`src/rtl/bgd_pkg.sv`:
```
// shared types and constants for the button gesture detector
`timescale 1ns / 1ps
package bgd_pkg;
   localparam int GESTURE_COUNT = 5;
   localparam int STEP_TOTAL = 14;
   localparam logic [3:0] COUNT_MAX = 4'd15;

   localparam logic [1:0] REG_DEBOUNCE = 2'd0;
   localparam logic [1:0] REG_PERSIST = 2'd1;
   localparam logic [1:0] REG_MODE = 2'd2;

   typedef struct packed {
      logic [10:0] min_ms;
      logic [10:0] max_ms;
      logic        level;
   } seq_state_type;

   typedef struct packed {
      logic [3:0] first;
      logic [2:0] len;
   } seq_info_type;

   function automatic seq_state_type rom_state(input logic [3:0] idx);
      seq_state_type s;
      s = '{min_ms: 11'd0, max_ms: 11'd0, level: 1'b0};
      case (idx)
         4'd1:  s.level = 1'b1;
         4'd2:  s.level = 1'b1;
         4'd5:  begin s.level = 1'b1; s.min_ms = 11'd1000; end
         4'd7:  begin s.level = 1'b1; s.max_ms = 11'd999; end
         4'd10: begin s.level = 1'b1; s.max_ms = 11'd1999; end
         4'd11: s.max_ms = 11'd250;
         4'd12: begin s.level = 1'b1; s.max_ms = 11'd1999; end
         default: s = s;
      endcase
      return s;
   endfunction

   function automatic seq_info_type rom_info(input logic [2:0] g);
      seq_info_type r;
      case (g)
         3'd0:    r = '{first: 4'd0, len: 3'd2};
         3'd1:    r = '{first: 4'd2, len: 3'd2};
         3'd2:    r = '{first: 4'd4, len: 3'd2};
         3'd3:    r = '{first: 4'd6, len: 3'd3};
         default: r = '{first: 4'd9, len: 3'd5};
      endcase
      return r;
   endfunction
endpackage

```
`src/rtl/button_gesture_detector.sv`:
```
// button gesture detector top level
// Polls arrive on the req_ channel (button_level, time_ms), one result beat
// per poll leaves on the rsp_ channel (event_mask, event_time_ms).
// A poll runs through a small sequencer: a log step debounces and shifts the
// level log, then each of the five gestures is armed, walked one sequence
// state at a time through the shared adder/compare logic, and committed.
// After the last gesture commits, the result beat is held on rsp_ until it
// is taken, and the sequencer returns to idle before the next poll is taken.
// req_ready is low while a poll is in work and while a result beat waits.
// If the receiver stalls, the result holds on rsp_ and no new poll is taken.
// Reset clears the log, the counters, the repeat stamps and restores the
// registers to debounce 10 ms, persist delay 50 ms, event mode 0.
// Registers: 0x0 debounce_ms, 0x4 persist_delay_ms, 0x8 event_mode.
`timescale 1ns / 1ps
module button_gesture_detector #(
   parameter int LOG_DEPTH = 5
) (
   input  logic        clock,
   input  logic        reset,
   input  logic        req_valid,
   output logic        req_ready,
   input  logic        req_button_level,
   input  logic [31:0] req_time_ms,
   output logic        rsp_valid,
   input  logic        rsp_ready,
   output logic [4:0]  rsp_event_mask,
   output logic [31:0] rsp_event_time_ms,
   input  logic        psel,
   input  logic        penable,
   input  logic        pwrite,
   input  logic [3:0]  paddr,
   input  logic [31:0] pwdata,
   output logic [31:0] prdata,
   output logic        pready
);
   localparam int LW = $clog2(LOG_DEPTH);

   localparam logic [2:0] ST_IDLE = 3'd0;
   localparam logic [2:0] ST_LOG = 3'd1;
   localparam logic [2:0] ST_ARM = 3'd2;
   localparam logic [2:0] ST_CMP = 3'd3;
   localparam logic [2:0] ST_UPD = 3'd4;
   localparam logic [2:0] ST_OUT = 3'd5;

   logic [2:0]  state_ff, state_in;
   logic [15:0] debounce_ff, debounce_in;
   logic [15:0] persist_ff, persist_in;
   logic [4:0]  mode_ff, mode_in;
   logic        lvl_ff [LOG_DEPTH];
   logic [31:0] tim_ff [LOG_DEPTH];
   logic        lvl_in [LOG_DEPTH];
   logic [31:0] tim_in [LOG_DEPTH];
   logic [3:0]  cnt_ff [bgd_pkg::GESTURE_COUNT];
   logic [3:0]  cnt_in [bgd_pkg::GESTURE_COUNT];
   logic [31:0] rep_ff [bgd_pkg::GESTURE_COUNT];
   logic [31:0] rep_in [bgd_pkg::GESTURE_COUNT];
   logic        level_ff, level_in;
   logic [31:0] now_ff, now_in;
   logic [2:0]  g_ff, g_in;
   logic [2:0]  k_ff, k_in;
   logic        ok_ff, ok_in;
   logic [4:0]  mask_ff, mask_in;

   bgd_pkg::seq_info_type  info;
   bgd_pkg::seq_state_type st;
   logic [LW-1:0] kidx, kprev;
   logic [31:0]   ts, later, sum_a, sum_b, dif;
   logic          armed, lvl_ok, k_in_log;
   logic          wr;

   assign pready = 1'b1;
   assign wr = psel && penable && pwrite;
   assign req_ready = (state_ff == ST_IDLE);
   assign rsp_valid = (state_ff == ST_OUT);
   assign rsp_event_mask = mask_ff;
   assign rsp_event_time_ms = now_ff;

   always_comb begin
      case (paddr[3:2])
         bgd_pkg::REG_DEBOUNCE: prdata = {16'd0, debounce_ff};
         bgd_pkg::REG_PERSIST:  prdata = {16'd0, persist_ff};
         bgd_pkg::REG_MODE:     prdata = {27'd0, mode_ff};
         default:               prdata = 32'd0;
      endcase
   end

   assign info = bgd_pkg::rom_info(g_ff);
   assign st = bgd_pkg::rom_state(info.first + {1'b0, info.len - 3'd1 - k_ff});
   assign k_in_log = ({29'd0, k_ff} < 32'(LOG_DEPTH));
   assign kidx = k_in_log ? LW'(k_ff) : '0;
   assign kprev = (k_ff == 3'd0 || !k_in_log) ? '0 : LW'(k_ff - 3'd1);
   assign ts = tim_ff[kidx];
   assign later = tim_ff[kprev];
   // shared unit: two adds for the min and max bounds, and the compares
   assign sum_a = ts + {21'd0, st.min_ms};
   assign sum_b = ts + {21'd0, st.max_ms};
   assign dif = now_ff - rep_ff[g_ff];
   assign lvl_ok = (st.level == lvl_ff[kidx]);
   assign armed = ({1'b0, cnt_ff[g_ff]} >= {2'b0, info.len}) ||
                  (mode_ff[g_ff] && dif >= {16'd0, persist_ff});

   always_comb begin
      state_in = state_ff;
      debounce_in = debounce_ff;
      persist_in = persist_ff;
      mode_in = mode_ff;
      lvl_in = lvl_ff;
      tim_in = tim_ff;
      cnt_in = cnt_ff;
      rep_in = rep_ff;
      level_in = level_ff;
      now_in = now_ff;
      g_in = g_ff;
      k_in = k_ff;
      ok_in = ok_ff;
      mask_in = mask_ff;
      if (wr) begin
         case (paddr[3:2])
            bgd_pkg::REG_DEBOUNCE: debounce_in = pwdata[15:0];
            bgd_pkg::REG_PERSIST:  persist_in = pwdata[15:0];
            bgd_pkg::REG_MODE:     mode_in = pwdata[4:0];
            default:               mode_in = mode_ff;
         endcase
      end
      unique case (state_ff)
         ST_IDLE: begin
            if (req_valid) begin
               level_in = req_button_level;
               now_in = req_time_ms;
               state_in = ST_LOG;
            end
         end
         ST_LOG: begin
            if ((level_ff != lvl_ff[0] && (now_ff - tim_ff[0]) >= {16'd0, debounce_ff})
                || tim_ff[0] == 32'd0) begin
               for (int i = 1; i < LOG_DEPTH; i++) begin
                  lvl_in[i] = lvl_ff[i-1];
                  tim_in[i] = tim_ff[i-1];
               end
               lvl_in[0] = level_ff;
               tim_in[0] = now_ff;
               for (int j = 0; j < bgd_pkg::GESTURE_COUNT; j++)
                  if (cnt_ff[j] < bgd_pkg::COUNT_MAX) cnt_in[j] = cnt_ff[j] + 4'd1;
            end
            g_in = 3'd0;
            mask_in = 5'd0;
            state_in = ST_ARM;
         end
         ST_ARM: begin
            k_in = 3'd0;
            ok_in = armed;
            state_in = ST_CMP;
         end
         ST_CMP: begin
            if (!k_in_log || !lvl_ok) ok_in = 1'b0;
            else if (k_ff == 3'd0) begin
               if (sum_a > now_ff) ok_in = 1'b0;
            end else begin
               if (sum_a >= later) ok_in = 1'b0;
               if (st.max_ms != 11'd0 && sum_b <= later) ok_in = 1'b0;
            end
            k_in = k_ff + 3'd1;
            if (k_ff + 3'd1 == info.len) state_in = ST_UPD;
         end
         ST_UPD: begin
            if (ok_ff) begin
               mask_in[g_ff] = 1'b1;
               if (cnt_ff[g_ff] == 4'd0 && mode_ff[g_ff]) rep_in[g_ff] = now_ff;
               cnt_in[g_ff] = (g_ff == 3'd3) ? 4'd1 : 4'd0;
            end
            g_in = g_ff + 3'd1;
            state_in = (g_ff == 3'(bgd_pkg::GESTURE_COUNT - 1)) ? ST_OUT : ST_ARM;
         end
         ST_OUT: begin
            if (rsp_ready) state_in = ST_IDLE;
         end
         default: state_in = ST_IDLE;
      endcase
   end

   always_ff @(posedge clock) begin
      if (reset) begin
         state_ff <= ST_IDLE;
         debounce_ff <= 16'd10;
         persist_ff <= 16'd50;
         mode_ff <= 5'd0;
         for (int i = 0; i < LOG_DEPTH; i++) begin
            lvl_ff[i] <= 1'b0;
            tim_ff[i] <= 32'd0;
         end
         for (int j = 0; j < bgd_pkg::GESTURE_COUNT; j++) begin
            cnt_ff[j] <= 4'd0;
            rep_ff[j] <= 32'd0;
         end
      end else begin
         state_ff <= state_in;
         debounce_ff <= debounce_in;
         persist_ff <= persist_in;
         mode_ff <= mode_in;
         lvl_ff <= lvl_in;
         tim_ff <= tim_in;
         cnt_ff <= cnt_in;
         rep_ff <= rep_in;
      end
   end

   always_ff @(posedge clock) begin
      level_ff <= level_in;
      now_ff <= now_in;
      g_ff <= g_in;
      k_ff <= k_in;
      ok_ff <= ok_in;
      mask_ff <= mask_in;
   end
endmodule
```
`config.mk`:
```
export PLATFORM = sky130hd
export DESIGN_NAME = button_gesture_detector
export DESIGN_NICKNAME = d
export VERILOG_FILES = /design/src/rtl/bgd_pkg.sv /design/src/rtl/button_gesture_detector.sv
export SDC_FILE = /design/constraint.sdc
export NUM_CORES = 1
export LEC_CHECK = 0
export BUFFER_PORTS_ARGS = -buffer_cell sky130_fd_sc_hd__buf_2
export CORE_AREA = 2 2 245 199
export CTS_BUF_LIST = sky130_fd_sc_hd__clkbuf_4 sky130_fd_sc_hd__clkbuf_8 sky130_fd_sc_hd__clkbuf_16
export DETAILED_ROUTE_END_ITERATION = 10
export DIE_AREA = 0 0 247 201
export PLACE_DENSITY = 0.86
export SLEW_MARGIN = 5
export SYNTH_ARGS = -nofsm -noshare
export SYNTH_HDL_FRONTEND = slang
export SYNTH_SLANG_ARGS = --single-unit
```
`constraint.sdc`:
```
create_clock -name clock -period 15.2 [get_ports clock]
set_clock_uncertainty 0.1 [all_clocks]
set_input_delay 3.04 -clock clock [delete_from_list [all_inputs] [get_ports clock]]
set_output_delay 3.04 -clock clock [all_outputs]
set_load 0.05 [all_outputs]
```
==> summary.txt <==
Timing
  • Hold_ws: about 0.35 ns
  • Fmax: 89.4 MHz
  • Slew Viols, Final: 0
  • Worst setup margin: roughly 4 ns
  • Setup violators final: 0
  • Worst relative slew slack: between 10% and 20%
  • Final hold vios: 0
  • Final setup TNS: 0 ns
  • Period utilization: approximately 74%
  • Worst-Margin Slew: ~1.2 ns
  • RSZ-0062 raised after global routing: no
  • Tmin final: between 10 and 15 ns

Yosys
  • Synth Area in Compound Gates: 19.3%
  • Syn Area/Cell: 7.98 um2
  • Yosys warns: 0
  • Top FF cell, synth: dfxtp_1
  • Synth Area in XOR/XNOR: under 10%
  • Dominant cell type by area after synthesis: dfxtp_1
  • Top-area cell type share of the netlist area: 27.4%
  • Largest family of logic cells by synthesized area: compound AO/OA/AOI/OAI gates
  • Post-Synth Adder-Cell Area: about a tenth
  • Number of flops mapped to enable cells by yosys: 45
  • Simple-gate portion of the synthesized area: 19.0%
  • Post-Syn Instances: ~3.5k
  • Async SR Flop Fraction: 0%
  • Top area cells in the synthesized netlist: dfxtp_1, ha_1, mux2i_1
  • Cell Area, Synth: between 20,000 and 30,000 um2
  • Register area share after synthesis: between 30% and 40%
  • Post-synthesis mux area share: 10.2%
  • FF+latch count, synth: 430
  • Synth cell types: between 70 and 80

Clock tree
  • Hold Buf Count CTS: 0
  • Maximum clock path buffer count: 3
  • Later-pin clock latency in the skew report: roughly 0.57 ns
  • Root Buffer: clkbuf_16
  • Worst-path clk slew: 0.07 ns
  • CTS H-tree depth: 2
  • TritonCTS clock tree: yes
  • Number of setup buffers added after CTS: 0
  • Num CTS Buffers: 42
  • Clock sinks: 430
  • Post-CTS sizing: 0

Power
  • P_sw: 0.00162 W
  • Internal cell power: approximately 0.0025 W
  • Worst vdd ir: about 0.11 mV
  • Leakage: approximately 12 nW
  • Sw Share: about two fifths
  • PD cells: approximately 140 nW/um2
  • Clk pwr share: between 20% and 30%
  • Flop pwr share: between 30% and 40%
  • Part of the power in combinational logic: around 43%

Die
  • Die Y: between 200 and 250 um
  • Core area: around 47,000 um2
  • Ports: 148
  • Initial core utilization: 59.2%
  • Die W: between 200 and 250 um
  • Row count: 72
  • Die area: approximately 50,000 um2

Final layout
  • P&R area growth vs syn: 8.43%
  • Most common cell after layout, fill and taps aside: nand2_1
  • Fin nets: 3,846
  • Share of cells above drive strength 1: between 8 and 9%
  • Most frequent cells in the layout: nand2_1, a21oi_1, nor2_1, dfxtp_1, mux2i_1
  • Non-filler cells, final: between 4k and 5k
  • N_diodes: 0

Worst setup path
  • Critical path endpoint category: flop
  • Crit-path leading delay family: compound AO/OA/AOI/OAI gates
  • Critical-path top delay cell: o41ai_1
  • Worst path arrival time: approximately 11 ns
  • Buf/Inv on CP: 3
  • WS Path Type: reg2reg
  • Crit Path Max Fanout: 39
  • Largest stage delay, worst path: approximately 0.8 ns
  • CP required: ~15 ns
  • CP startpoint kind: flop

Global routing
  • Initial antenna violation count: 1
  • Gr usage total: roughly a third
  • Largest net degree at the start of global routing: around 150
  • GRT overflow: 0
  • Vias in the first global route: between 20k and 25k
  • First-pass GRT wire length: 130,000 um

Place
  • Dpl hpwl: 56,500 um
  • DP Worst Slack: about 4.3 ns
  • Global placer's final weighted congestion: around 0.99
  • Port bufs: approximately 110
  • Number of cells after detailed placement: a little over 4k

Status
  • Status: complete, no violations

Detailed routing
  • 1st-pass router iterations: 8
  • WL per Instance: 19.8 um
  • Routed WL: just over 80,000 um
  • Vias per Instance: 6.34
  • DR DRC count: 0
  • DRT antenna net count: 0
  • DR iter-0 viols: 3,641
  • DR vias: around 27k

Min path
  • Min-delay worst type: reg2reg

Run
  • Number of max-cap violations: 0
[per-stage QoR]
step                area [um2]  total power [W]  util [%]
global route             30500          0.00439      64.2
finish                   30500          0.00416      64.2
global placement         29000          0.00296      61.1
floorplan                28200          0.00258         -
detailed placement       29000          0.00300      61.1
CTS                      30500          0.00411      64.2
[layer usage]
layer  routed length [um]  vias up  share of wire, %  GRT usage, %
li1                     -    12406                 -             -
met1                35300    12420                42          47.0
met2                34400     1599                41          46.8
met3                10800      200                13          8.16
met4                 2700        2               3.2          9.53
met5                    8        -            0.0096             0
[layout make-up]
type	count	area, um2
sequential	430	9060
multi-input combinational	2760	17700
fill	3884	17000
clock inverter	15	189
inverter	138	518
clock buffer	61	1270
tap	629	787
timing repair buffer	166	988
[path summary, 6_finish.rpt]
check	start	endpoint	cells after the start	slack [ns]
setup / recovery	g_ff[1]	ok_ff	39	4.01
setup reg to reg	g_ff[1]	ok_ff	39	4.01
hold / removal	rep_ff[100]	rep_ff[100]	2	0.35
hold reg to reg	rep_ff[100]	rep_ff[100]	2	0.35
[worst register-to-register path, delay by kind of cell (launching register included)]
family / cells / cell delay (ns)
AO/OA/AOI/OAI: 21 / 5.23
adder cells (fa/ha/maj): 6 / 1.77
AND/OR/NAND/NOR: 5 / 1.22
buffers and inverters: 3 / 1.03
flip-flops: 1 / 0.58
XOR/XNOR: 3 / 0.49
multiplexers: 1 / 0.40
[state kept, by name, indices dropped and copies added (netlist names)]
name and flops:
ok_ff 1, persist_ff 16, rsp_event_time_ms 32, mode_ff 5, level_ff 1, rep_ff 160, cnt_ff 20, debounce_ff 16
rsp_event_mask 5, tim_ff 160, lvl_ff 5, state_ff 3, g_ff 3, k_ff 3
[cells in the mapped netlist, drive strengths merged (5+ instances only)]
cell type  instances
a2111oi            8
a211o              7
a211oi            15
a21o              57
a21oi            435
a221oi            37
a22o               6
a22oi             37
a31oi              9
and2              10
and3              16
buf               61
clkbuf           150
dfxtp            385
edfxtp            45
fa                 5
ha               227
inv              137
mux2i            249
mux4              15
nand2            577
nand2b            42
nand3             39
nand4             38
nor2             399
nor2b             33
nor3              39
nor4              28
o211ai            13
o21a              26
o21ai            125
o21bai            11
o221ai             7
o22a              28
o22ai             15
o31ai             11
o41ai              5
or2                6
or3                9
xnor2             70
xor2              36
[power by group through the flow]
stage          Combinational, W  Sequential [W]  Clock, W
2_1_floorplan           0.00129         0.00129         0
3_3_place_gp            0.00167         0.00129         0
3_5_place_dp            0.00171         0.00129         0
4_1_cts                 0.00173         0.00126   0.00112
5_1_grt                 0.00195         0.00127   0.00117
6_report                0.00178         0.00127   0.00111
[kinds of logic (layout without fill, tap and decap cells)]
kind of cell,Yosys count,in the layout
XOR/XNOR,106,106
AO/OA/AOI/OAI,885,885
flip-flops,430,430
buffers and inverters,349,380
AND/OR/NAND/NOR,1252,1252
adder cells (fa/ha/maj),232,232
other,2,17
multiplexers,268,268
Power figures use the tool's default switching activity.
